File: config.mk
export PLATFORM = sky130hd
export DESIGN_NAME = type_length_frame_deframer
export DESIGN_NICKNAME = d
export VERILOG_FILES = /design/src/rtl/tlfd_pkg.sv /design/src/rtl/tlfd_front.sv /design/src/rtl/tlfd_queue.sv /design/src/rtl/tlfd_back.sv /design/src/rtl/type_length_frame_deframer.sv
export VERILOG_INCLUDE_DIRS = /design/src /design/src/rtl
export SDC_FILE = /design/constraint.sdc
export NUM_CORES = 1
export LEC_CHECK = 0
export ABC_AREA = 1
export BUFFER_PORTS_ARGS = -buffer_cell sky130_fd_sc_hd__buf_2
export CORE_AREA = 2 2 139 141
export DETAILED_ROUTE_END_ITERATION = 7
export DIE_AREA = 0 0 141 143
export GPL_TIMING_DRIVEN = 1
export PLACE_DENSITY = 0.91
export RECOVER_POWER = 50
export SYNTH_ARGS = -nofsm -noshare
export SYNTH_HDL_FRONTEND = slang
export SYNTH_HIERARCHICAL = 1
export SYNTH_SLANG_ARGS = --single-unit
File: constraint.sdc
create_clock -name i_clk -period 8.37 [get_ports i_clk]
set_clock_uncertainty 0.15 [all_clocks]
set_input_delay 1.674 -clock i_clk [delete_from_list [all_inputs] [get_ports i_clk]]
set_output_delay 1.674 -clock i_clk [all_outputs]
set_load 0.05 [all_outputs]
File: src/rtl/assert_macros.svh
// ----------------------------------------------------------------------------
// Assertion macros shared by the deframer modules.
// ----------------------------------------------------------------------------
`ifndef ASSERT_MACROS_SVH
`define ASSERT_MACROS_SVH

// The condition must never hold at a clock edge outside reset.
`define ASSERT_NEVER(lbl, clk, rst_n, cond) \
    lbl: assert property (@(posedge clk) disable iff (!rst_n) !(cond)) \
        else $error("assertion failed: forbidden condition seen");

// Whenever the antecedent holds, the consequent holds in the same cycle.
`define ASSERT_IMPLY(lbl, clk, rst_n, ante, cons) \
    lbl: assert property (@(posedge clk) disable iff (!rst_n) (ante) |-> (cons)) \
        else $error("assertion failed: implication violated");

`endif

File: src/rtl/tlfd_pkg.sv
// ----------------------------------------------------------------------------
// tlfd_pkg
// Types and constants shared by the type-length frame deframer modules.
// ----------------------------------------------------------------------------
package tlfd_pkg;

    localparam logic [7:0]  KIND_DATA        = 8'd1;
    localparam logic [7:0]  KIND_RESIZE      = 8'd2;
    localparam logic [7:0]  KIND_PING        = 8'd4;
    localparam logic [2:0]  HDR_LAST_IDX     = 3'd4;
    localparam logic [2:0]  SIZE_BYTES       = 3'd4;
    localparam logic [31:0] LEN_LIMIT_RST    = 32'd1048576;

    localparam int QUEUE_DEPTH = 2;
    localparam int QPTR_W      = $clog2(QUEUE_DEPTH);
    localparam int QCNT_W      = $clog2(QUEUE_DEPTH + 1);

    typedef enum logic [1:0] {
        EV_DATA   = 2'd0,
        EV_RESIZE = 2'd1,
        EV_PING   = 2'd2,
        EV_ERROR  = 2'd3
    } t_event;

    typedef struct packed {
        t_event      ev;
        logic [7:0]  data_byte;
        logic        data_last;
        logic [15:0] columns;
        logic [15:0] rows;
    } t_result;

endpackage

File: src/rtl/tlfd_front.sv
// ----------------------------------------------------------------------------
// tlfd_front
// Header parser and frame classifier: takes one byte per transfer and
// produces at most one result record for the queue.
// ----------------------------------------------------------------------------
`include "assert_macros.svh"

module tlfd_front
    import tlfd_pkg::*;
(
    input  logic        i_clk,
    input  logic        i_rst_n,
    input  logic        i_cfg_we,
    input  logic [31:0] i_cfg_wdata,
    input  logic        i_accept,
    input  logic [7:0]  i_in_byte,
    output logic        o_push,
    output t_result     o_result
);

    logic        r_in_payload, n_in_payload;
    logic [2:0]  r_hdr_idx,    n_hdr_idx;
    logic [7:0]  r_kind,       n_kind;
    logic [31:0] r_remaining,  n_remaining;
    logic [2:0]  r_pos,        n_pos;
    logic [31:0] r_capture,    n_capture;
    logic [31:0] r_len_limit;

    logic [31:0] w_len;
    logic [31:0] w_rem_dec;

    assign w_len     = {r_remaining[23:0], i_in_byte};
    assign w_rem_dec = r_remaining - 32'd1;

    always_comb begin
        n_in_payload = r_in_payload;
        n_hdr_idx    = r_hdr_idx;
        n_kind       = r_kind;
        n_remaining  = r_remaining;
        n_pos        = r_pos;
        n_capture    = r_capture;
        o_push       = 1'b0;
        o_result     = '0;
        if (i_accept) begin
            if (!r_in_payload) begin
                if (r_hdr_idx == 3'd0) begin
                    n_kind      = i_in_byte;
                    n_remaining = '0;
                    n_hdr_idx   = 3'd1;
                end else begin
                    n_remaining = w_len;
                    if (r_hdr_idx != HDR_LAST_IDX) begin
                        n_hdr_idx = r_hdr_idx + 3'd1;
                    end else begin
                        n_hdr_idx = 3'd0;
                        n_pos     = 3'd0;
                        n_capture = '0;
                        if (w_len > r_len_limit) begin
                            o_push      = 1'b1;
                            o_result.ev = EV_ERROR;
                        end else if (w_len == 32'd0) begin
                            // Empty frame ends here; only a ping has something to say.
                            if (r_kind == KIND_PING) begin
                                o_push      = 1'b1;
                                o_result.ev = EV_PING;
                            end
                        end else begin
                            n_in_payload = 1'b1;
                        end
                    end
                end
            end else begin
                n_remaining = w_rem_dec;
                if (r_kind == KIND_DATA) begin
                    o_push             = 1'b1;
                    o_result.ev        = EV_DATA;
                    o_result.data_byte = i_in_byte;
                    o_result.data_last = (w_rem_dec == 32'd0);
                    if (w_rem_dec == 32'd0) begin
                        n_in_payload = 1'b0;
                    end
                end else begin
                    if (r_pos < SIZE_BYTES) begin
                        n_capture = {r_capture[23:0], i_in_byte};
                        n_pos     = r_pos + 3'd1;
                    end
                    if (w_rem_dec == 32'd0) begin
                        n_in_payload = 1'b0;
                        if (r_kind == KIND_RESIZE && n_pos >= SIZE_BYTES) begin
                            o_push           = 1'b1;
                            o_result.ev      = EV_RESIZE;
                            o_result.columns = n_capture[31:16];
                            o_result.rows    = n_capture[15:0];
                        end else if (r_kind == KIND_PING) begin
                            o_push      = 1'b1;
                            o_result.ev = EV_PING;
                        end
                    end
                end
            end
        end
    end

    always_ff @(posedge i_clk) begin
        if (!i_rst_n) begin
            r_in_payload <= 1'b0;
            r_hdr_idx    <= '0;
            r_kind       <= '0;
            r_remaining  <= '0;
            r_pos        <= '0;
            r_capture    <= '0;
            r_len_limit  <= LEN_LIMIT_RST;
        end else begin
            r_in_payload <= n_in_payload;
            r_hdr_idx    <= n_hdr_idx;
            r_kind       <= n_kind;
            r_remaining  <= n_remaining;
            r_pos        <= n_pos;
            r_capture    <= n_capture;
            if (i_cfg_we) begin
                r_len_limit <= i_cfg_wdata;
            end
        end
    end

    // A frame in its payload always has bytes still to come.
    `ASSERT_IMPLY(a_payload_nonzero, i_clk, i_rst_n, r_in_payload, r_remaining != 32'd0)
    // The header counter is idle while payload bytes are taken.
    `ASSERT_IMPLY(a_hdr_idle, i_clk, i_rst_n, r_in_payload, r_hdr_idx == 3'd0)
    `ASSERT_NEVER(a_pos_sat, i_clk, i_rst_n, r_pos > SIZE_BYTES)

endmodule

File: src/rtl/tlfd_queue.sv
// ----------------------------------------------------------------------------
// tlfd_queue
// Short register queue that decouples the parser from the output stage.
// ----------------------------------------------------------------------------
`include "assert_macros.svh"

module tlfd_queue
    import tlfd_pkg::*;
(
    input  logic    i_clk,
    input  logic    i_rst_n,
    input  logic    i_push,
    input  t_result i_push_data,
    output logic    o_full,
    input  logic    i_pop,
    output logic    o_valid,
    output t_result o_data
);

    t_result             r_entry [QUEUE_DEPTH];
    logic [QPTR_W-1:0]   r_wptr, r_rptr;
    logic [QCNT_W-1:0]   r_count, n_count;

    assign o_full  = (r_count == QCNT_W'(QUEUE_DEPTH));
    assign o_valid = (r_count != '0);
    assign o_data  = r_entry[r_rptr];

    always_comb begin
        n_count = r_count;
        if (i_push && !i_pop) begin
            n_count = r_count + QCNT_W'(1);
        end else if (!i_push && i_pop) begin
            n_count = r_count - QCNT_W'(1);
        end
    end

    always_ff @(posedge i_clk) begin
        if (i_push) begin
            r_entry[r_wptr] <= i_push_data;
        end
    end

    always_ff @(posedge i_clk) begin
        if (!i_rst_n) begin
            r_wptr  <= '0;
            r_rptr  <= '0;
            r_count <= '0;
        end else begin
            r_count <= n_count;
            if (i_push) begin
                r_wptr <= (r_wptr == QPTR_W'(QUEUE_DEPTH - 1)) ? '0 : r_wptr + QPTR_W'(1);
            end
            if (i_pop) begin
                r_rptr <= (r_rptr == QPTR_W'(QUEUE_DEPTH - 1)) ? '0 : r_rptr + QPTR_W'(1);
            end
        end
    end

    `ASSERT_NEVER(a_no_overflow, i_clk, i_rst_n, i_push && o_full)
    `ASSERT_NEVER(a_no_underflow, i_clk, i_rst_n, i_pop && !o_valid)

endmodule

File: src/rtl/tlfd_back.sv
// ----------------------------------------------------------------------------
// tlfd_back
// Output stage: moves result records from the queue into the output register
// and presents them on the result channel.
// ----------------------------------------------------------------------------
`include "assert_macros.svh"

module tlfd_back
    import tlfd_pkg::*;
(
    input  logic    i_clk,
    input  logic    i_rst_n,
    input  logic    i_q_valid,
    input  t_result i_q_data,
    output logic    o_pop,
    input  logic    i_out_stall,
    output logic    o_out_valid,
    output t_result o_res
);

    logic    r_valid;
    t_result r_res;

    assign o_pop       = i_q_valid && (!r_valid || !i_out_stall);
    assign o_out_valid = r_valid;
    assign o_res       = r_res;

    always_ff @(posedge i_clk) begin
        if (o_pop) begin
            r_res <= i_q_data;
        end
    end

    always_ff @(posedge i_clk) begin
        if (!i_rst_n) begin
            r_valid <= 1'b0;
        end else if (o_pop) begin
            r_valid <= 1'b1;
        end else if (!i_out_stall) begin
            r_valid <= 1'b0;
        end
    end

    // Only data-byte records may carry a last flag.
    `ASSERT_IMPLY(a_last_only_data, i_clk, i_rst_n, r_valid && r_res.data_last,
        r_res.ev == EV_DATA)
    `ASSERT_IMPLY(a_size_only_resize, i_clk, i_rst_n,
        r_valid && (r_res.columns != 16'd0 || r_res.rows != 16'd0), r_res.ev == EV_RESIZE)

endmodule

File: src/rtl/type_length_frame_deframer.sv
// ----------------------------------------------------------------------------
// type_length_frame_deframer
// Splits a type-length framed byte stream into data bytes, resize and ping
// events, and length errors.
// ----------------------------------------------------------------------------
// The block takes one byte per clock on the input channel and gives at most
// one result per byte, which is registered in the queue and then in the
// output register on its way to the output. Each frame is a type byte, a
// 32-bit big-endian length and the payload. Data frames (type 1) pass each
// payload byte straight out, with data_last set on the final one. Resize
// frames (type 2) with at least four payload bytes report columns and rows
// from those bytes when the frame ends; a ping (type 4) reports a reply when
// it ends, even with no payload. Other types are consumed silently. A length
// above the configured length limit gives a length-error event on the last
// header byte, and the next byte starts a new header. Sustained rate is one
// byte per clock: a two-entry queue between the parser and the output
// register absorbs a stall on the result side, so the input is held off
// only once that queue has filled. The length limit resets to 1048576. The
// user must write it through i_cfg_we and i_cfg_wdata while the block is
// idle; the block itself does not enforce this.
// ----------------------------------------------------------------------------
module type_length_frame_deframer
    import tlfd_pkg::*;
(
    input  logic        i_clk,
    input  logic        i_rst_n,
    // Configuration write.
    input  logic        i_cfg_we,
    input  logic [31:0] i_cfg_wdata,
    // Input byte channel.
    input  logic        i_in_valid,
    output logic        o_in_stall,
    input  logic [7:0]  i_in_byte,
    // Result channel.
    output logic        o_out_valid,
    input  logic        i_out_stall,
    output logic [1:0]  o_event_res,
    output logic [7:0]  o_data_byte,
    output logic        o_data_last,
    output logic [15:0] o_columns,
    output logic [15:0] o_rows
);

    logic    w_accept;
    logic    w_push;
    t_result w_push_data;
    logic    w_full;
    logic    w_pop;
    logic    w_q_valid;
    t_result w_q_data;
    t_result w_res;

    // The input is held off only while the queue is full, a registered state,
    // so the stall carries no path from the result side.
    assign o_in_stall = w_full;
    assign w_accept   = i_in_valid && !w_full;

    tlfd_front u_front (
        .i_clk       (i_clk),
        .i_rst_n     (i_rst_n),
        .i_cfg_we    (i_cfg_we),
        .i_cfg_wdata (i_cfg_wdata),
        .i_accept    (w_accept),
        .i_in_byte   (i_in_byte),
        .o_push      (w_push),
        .o_result    (w_push_data)
    );

    tlfd_queue u_queue (
        .i_clk       (i_clk),
        .i_rst_n     (i_rst_n),
        .i_push      (w_push),
        .i_push_data (w_push_data),
        .o_full      (w_full),
        .i_pop       (w_pop),
        .o_valid     (w_q_valid),
        .o_data      (w_q_data)
    );

    tlfd_back u_back (
        .i_clk       (i_clk),
        .i_rst_n     (i_rst_n),
        .i_q_valid   (w_q_valid),
        .i_q_data    (w_q_data),
        .o_pop       (w_pop),
        .i_out_stall (i_out_stall),
        .o_out_valid (o_out_valid),
        .o_res       (w_res)
    );

    assign o_event_res = w_res.ev;
    assign o_data_byte = w_res.data_byte;
    assign o_data_last = w_res.data_last;
    assign o_columns   = w_res.columns;
    assign o_rows      = w_res.rows;

endmodule
# Yosys cells after proc, flatten, opt, wreduce, memory -nomap -nowiden
# Memories as Yosys holds them, arrays and structs flattened. A register that Yosys moved wholly into a read port is not among the register bits.
# Cells that the tools add are included.
dict set report classes {
  n_addsub 7
  multipliers 0
  n_div 0
  order_cmp 3
  n_eq_ne 9
  n_shift 0
  mux 56
  bitwise_logic 1
  n_reduce_logical 19
}
# operator count
set ops {}
lappend ops {{32-bit 2-to-1 mux} 10}
lappend ops {{32-bit logical NOT} 2}
lappend ops {{43-bit 2-to-1 mux} 1}
lappend ops {{41-bit 2-to-1 mux} 1}
lappend ops {{32-bit greater-than comparator} 1}
lappend ops {{32-bit by 1-bit subtractor with 32-bit output, second input constant} 1}
lappend ops {{3-bit 2-to-1 mux} 10}
lappend ops {{1-bit 2-to-1 mux} 22}
lappend ops {{2-bit 2-to-1 mux} 11}
lappend ops {{9-bit 2-to-1 mux} 1}
lappend ops {{8-bit by 1-bit equality test with 1-bit output, second input constant} 1}
lappend ops {{8-bit by 2-bit equality test with 1-bit output, second input constant} 1}
lappend ops {{8-bit by 3-bit equality test with 1-bit output, second input constant} 1}
lappend ops {{3-bit by 1-bit adder with 3-bit output, second input constant} 2}
lappend ops {{2-bit by 1-bit != test with 1-bit output, second input constant} 3}
lappend ops {{1-bit logical AND} 5}
lappend ops {{1-bit logical NOT} 5}
lappend ops {{4-bit AND reduction} 1}
lappend ops {{2-bit nonzero test} 2}
lappend ops {{3-bit greater-or-equal comparator, second input constant} 1}
lappend ops {{3-bit logical NOT} 1}
lappend ops {{3-bit < comparator, second input constant} 1}
lappend ops {{3-bit != test, second input constant} 1}
lappend ops {{3-bit AND reduction} 1}
lappend ops {{other kinds (8)} 9}
dict set report word_totals {
  ff_bits 116
  latchBits 0
  ramBits 86
  mem_bits_ro 0
  inputBits 45
  out_inout_bits 45
  wordCells 107
  memories 1
}
# memory words word_bits read_ports rd_ports_with_merged_regs wr line_no
set memory_table {}
lappend memory_table {u_queue.r_entry 2 43 1 1 1 tlfd_queue.sv:20} ;# t_result r_entry [QUEUE_DEPTH];

# Depth between registers and ports, before layout
dict set report logic_depth {
  word_depth 16
  ltp_mapped 24
  depth_no_buf 24
}

# By module
# The synthesis kept the hierarchy.
# mod instances cells_each area_per_inst_um2 seq_area_each_um2
set modules_own_cells {}
lappend modules_own_cells {tlfd_front 1 1122 7060.5 2222.1}
lappend modules_own_cells {tlfd_queue 1 169 3535.9 2682.6}
lappend modules_own_cells {tlfd_back 1 49 1336.3 1311.3}
lappend modules_own_cells {type_length_frame_deframer 1 2 10.0 0.0}

# Worst setup path before layout
# No wires, ideal clock.
dict set report synth_timing {
  path_kind {input port to flip-flop}
  start {input i_in_byte[3]}
  end {memory u_queue/r_entry[0][0] in the netlist's numbering, enable pin}
  setup_time_ns 0.444
  arrival_time_ns 4.692
  required_ns 7.776
  setup_slack_ns 3.084
  path_stages 17
  path_buffers 0
  cell_sequence {ha_1 -> nand2_1 -> o21ai_0 -> nand2_1 -> nand2_1 -> nand2_1 -> nand2_1 -> nand2_1 -> nand2_1 -> nand2_1 -> o21ai_0 -> nand2_1 -> nand2_1 -> nand2_1 -> inv_1 -> inv_1 -> nor2_1}
}
dict set report synth_between {
  elab_chain_len 9
  word_cells_on_any_way 10
  cone_classes {1 x order compare; 8 x mux; 1 x reduce/logical}
}
# item line_no
set synth_lines {}
lappend synth_lines {{start, declared} type_length_frame_deframer.sv:33} ;# input logic [7:0] i_in_byte,
lappend synth_lines {{branches (longest 2 deep; another with 32-bit greater-than comparator)} --}
lappend synth_lines {{1-bit 2-to-1 mux (*)} tlfd_front.sv:58} ;# if (w_len > r_len_limit) begin
lappend synth_lines {{1-bit 2-to-1 mux (*)} tlfd_front.sv:52} ;# if (r_hdr_idx != HDR_LAST_IDX) begin
lappend synth_lines {{1-bit 2-to-1 mux (*)} tlfd_front.sv:46} ;# if (r_hdr_idx == 3'd0) begin
lappend synth_lines {{1-bit 2-to-1 mux (*)} tlfd_front.sv:45} ;# if (!r_in_payload) begin
lappend synth_lines {{1-bit 2-to-1 mux (*)} tlfd_front.sv:44} ;# if (i_accept) begin
lappend synth_lines {{net w_push} type_length_frame_deframer.sv:45} ;# logic w_push;
lappend synth_lines {{1-bit 2-to-1 mux (*)} tlfd_queue.sv:38} ;# if (i_push) begin
lappend synth_lines {{1-bit 2-to-1 mux (implied by the code) (*)} tlfd_queue.sv:39} ;# r_entry[r_wptr] <= i_push_data;
lappend synth_lines {{end, declared} tlfd_queue.sv:20}
# Mark *: on every way through the listed nets, which the timed path passes.

# Worst setup path after layout
dict set report layout_timing {
  start {input i_in_valid}
  end {register u_front.r_pos[0]}
}
dict set report layout_between {
  elab_chain_len 2
}
# item line_no
set layout_lines {}
lappend layout_lines {{start, declared} type_length_frame_deframer.sv:31} ;# input logic i_in_valid,
lappend layout_lines {{1-bit logical AND} type_length_frame_deframer.sv:56} ;# assign w_accept = i_in_valid && !w_full;
lappend layout_lines {{net w_accept} type_length_frame_deframer.sv:44} ;# logic w_accept;
lappend layout_lines {{4-bit AND reduction (no source line)} --}
lappend layout_lines {{end signal, assigned} tlfd_front.sv:118} ;# r_pos <= n_pos;
lappend layout_lines {{end, declared} tlfd_front.sv:25} ;# logic [2:0] r_pos, n_pos;
# The timed path passes the listed nets, and every way through them passes these cells.
# A chain may end at the register's enable or synchronous reset.

==> run summary <==
• 0 — antenna cell count
• 0 — cells resized by post-CTS repair
• 241 x sky130_fd_sc_hd__nor2_1, 220 x sky130_fd_sc_hd__nand2_1, 129 x sky130_fd_sc_hd__edfxtp_1 — ranking of synthesized cells by instance count
• 0.01194 mm² — post-synthesis instance area
• u_front/r_len_limit[31] — startpoint of the tightest hold check path
• buf_2, inv_1, nor2_1, inv_1, nor2_2, inv_2, nor2_1, a21oi_2, buf_4, inv_1, nand2_1, xor2_1, nor2_1 — ordered list of cells on the worst path
• 9.052% — Syn-to-layout area delta
• 242 — Final Max Slew Viols
• 0 — Post-route DRC
• 64.28% — starting density of the core
• u_queue/r_count[1] — Critical R2R Launch
• 3 — Bufs on Longest Clock Path
• 5.92 ns — WP data arrival
• 0 — number of buffers inserted for hold repair after clock tree synthesis
• 246 — total of flip-flops plus latches after synthesis
• 5 — number of iterations in the first detailed-routing pass
• 0 ns — Sum Neg Setup Slack
• 9127 — vias in the first global route
• -86.27% — normalized max-slew margin
• 25 — number of buffers inserted during clock tree synthesis
• 66.93% — final period utilization
• 35 — highest fanout seen on the critical path
• 9.993% — share of layout cells above drive strength 1
• 0 — post-route ant nets
• in -> reg — WS Path Type
• 0 — total setup violations reported at the end of the flow
• 2.794 ns — pin slew with the least headroom to its limit
• 50 — row count
• 1 — H-tree depth reported by CTS
• sky130_fd_sc_hd__edfxtp_1 — most used flip-flop cell after synthesis
• 5.328 nW — leakage power figure
• 89 — quantity of I/O buffers inserted on ports
• 5.602 ns — final worst path period need
• 0.9514 — routability congestion estimate
• 0.1785 GHz — Achievable Freq
• finished with violations — status
• 81 — largest net degree at the start of global routing
• 2 — cell depth of the worst hold path
• 129 — number of flops mapped to enable cells by yosys
• 6 — count of warnings emitted by yosys
• 1.04 ns — slowest cell delay on critical path
• 0 — number of buffers inserted to repair setup after CTS
• 5 — maximum capacitance violations
• sky130_fd_sc_hd__edfxtp_1 32%, sky130_fd_sc_hd__dfxtp_1 20%, sky130_fd_sc_hd__nor2_1 7.6% — largest cells by area after synthesis
• sky130_fd_sc_hd__nor2_1 — most frequently used cell type in the post-synthesis netlist
• u_front/r_pos[0] — destination of the worst register-to-register timing path
• primary input — startpoint type of the worst setup path
• 1342 — synthesized instance count
• 1495 — fin nets
• 0.3114 ns — Hold WS
• built — TritonCTS clock tree
• 246 — Clock Sink Count
• 0.02016 mm² — die area
• max-capacitance violations, max-slew violations — failing checks
• u_front/r_len_limit[31] — worst min-delay path endpoint
• 0 — global route total overflow
• 28200 µm — wire length reported by the detailed router
• 1104 — DRT iter0 DRCs
• register — element type at the critical path end
• 9681 — via count
• reg -> reg — worst min-delay path category
• 40 — post-synth cell types
• 8.69 ns — required time worst endpoint
• sky130_fd_sc_hd__edfxtp_1 — post-synth top area cell
• 90 — top-level port count
• 6 — WP buf/inv
• 27.86% — GR Util All Layers
• sky130_fd_sc_hd__clkbuf_16 — CTS root buffer
• buffers and inverters — delay-heaviest family, CP
• no — RSZ-0062 raised after global routing
• sky130_fd_sc_hd__nor2_1 — master of the slowest instance on the critical path
• 299.9 mW/mm² — power density normalized to cell area
• 3.52 ns — internal reg-to-reg setup slack
• 0.01858 mm² — placeable core region
• 1425 — nets in the synthesized netlist
• 0 — Final Hold Fails
• 16.93 µm — average wire per standard cell
• 0 — number of antenna violations at the first check in global routing
• 143 µm — Die Span Y
• 0.3326 mV — maximum ir drop on the vdd rail
• 18900 µm — sum of net half-perimeters after detailed placement
• 0.54 ns — source-to-sink clock delay at the later pin of the worst-skew pair
• 0.01302 mm² — final cell area excluding filler cells
• 8.899 µm² — Mapped Avg Cell Area
• 0.01246 mm² — cell area reported after detailed placement
• 52.05% — share of the yosys chip area belonging to registers
• 141 µm — die outline width
• 13 — R2R depth
• 0% — share of async-settable or async-resettable flops after synthesis
• 32.44% — proportion of netlist area held by the largest area contributor
• 45030 µm — wire length of the first global-routing pass
• 5.814 — ratio of routed vias to standard cells
• 0.07 ns — Clock transition at path regs
==> layer usage <==
metal  vias to the layer above  wire [µm]  track usage [%]
li1                       4667          -                -
met1                      4456      12030            38.08
met2                       485      12860            45.65
met3                        73       2460            4.091
met4                         0        838            10.16
met5                         -          0                0
==> layout by cell type, fill, tap and decap left out, types with 7 or more instances in the layout <==
master	count
sky130_fd_sc_hd__a21oi_1	88
sky130_fd_sc_hd__a31oi_1	11
sky130_fd_sc_hd__buf_2	44
sky130_fd_sc_hd__clkbuf_1	53
sky130_fd_sc_hd__clkbuf_16	25
sky130_fd_sc_hd__dfxtp_1	117
sky130_fd_sc_hd__edfxtp_1	129
sky130_fd_sc_hd__ha_1	38
sky130_fd_sc_hd__inv_1	112
sky130_fd_sc_hd__mux2_1	39
sky130_fd_sc_hd__nand2_1	221
sky130_fd_sc_hd__nand3_1	38
sky130_fd_sc_hd__nand4_1	16
sky130_fd_sc_hd__nor2_1	246
sky130_fd_sc_hd__nor2_2	35
sky130_fd_sc_hd__nor3_1	13
sky130_fd_sc_hd__o21ai_0	118
sky130_fd_sc_hd__o21ai_1	7
sky130_fd_sc_hd__o22ai_1	16
==> flip-flops by register name, summed over array words and instances, names as in the netlist, named ones only <==
| name | count |
|---|---|
| u_queue/r_entry | 86 |
| u_back/o_res | 43 |
| u_front/r_capture | 32 |
| u_front/r_len_limit | 32 |
| u_front/r_remaining | 32 |
| u_front/r_kind | 8 |
| u_front/r_hdr_idx | 3 |
| u_front/r_pos | 3 |
| u_queue/r_count | 2 |
| u_back/o_out_valid | 1 |
| u_front/r_in_payload | 1 |
| u_queue/r_rptr | 1 |
| u_queue/r_wptr | 1 |
==> report_power, final <==
group          internal, mW  switching [mW]  leakage, nW
logic                 0.278           0.978         2.63
registers              1.47          0.0612         2.30
clock network         0.649           0.472        0.395
==> worst min-delay path, stage by stage, from the launching register on <==
cell	delay [ns]
sky130_fd_sc_hd__dfxtp_1	0.29
sky130_fd_sc_hd__inv_1	0.06
sky130_fd_sc_hd__a21oi_1	0.06
==> cell families (layout without fill, tap and decap cells) <==
| kind of cell | Yosys count | count (layout) | share of synthesized area [%] |
|---|---|---|---|
| flip-flops | 246 | 246 | 52.05 |
| buffers and inverters | 171 | 260 | 6.276 |
| XOR/XNOR | 3 | 3 | 0.2201 |
| AO/OA/AOI/OAI | 255 | 255 | 11.32 |
| AND/OR/NAND/NOR | 586 | 586 | 20.85 |
| adder cells (fa/ha/maj) | 38 | 38 | 3.981 |
| multiplexers | 43 | 43 | 5.312 |
==> layout make-up <==
cell class | count | area (µm²)
clock buffers | 29 | 640.6
clock inverters | 17 | 187.7
fillers | 1350 | 5557
inverters | 116 | 435.4
multi-input cells | 925 | 4810
flip-flops and latches | 246 | 6216
well taps | 234 | 292.8
repair buffers | 98 | 441.7
==> how the worst max path moves through the flow <==
| stage | slack (ns) | end | from | cells past startpoint |
|---|---|---|---|---|
| after floorplan | 3.08 | u_queue/r_entry[0][0] | i_in_byte[3] | 17 |
| after global placement | 3.17 | u_front/r_pos[0] | i_in_valid | 11 |
| after detailed placement | 3.13 | u_front/r_pos[0] | i_in_valid | 11 |
| after CTS | 3.62 | u_front/r_pos[0] | i_in_valid | 11 |
| after global routing | 2.56 | u_front/r_pos[0] | i_in_valid | 13 |
| final | 2.77 | u_front/r_pos[0] | i_in_valid | 13 |
==> metrics by stage <==
stage                     setup WS (ns)  cells  util, %  power (mW)
after global routing              2.564   1665    70.09       4.082
final                             2.768   1665    70.09       3.906
after detailed placement          3.132   1619    67.05       2.866
after CTS                         3.618   1665    71.51       3.987
after global placement            3.172   1619    67.05       2.824
after floorplan                   3.084   1342        -       2.612
Power figures use the tool's default switching activity.
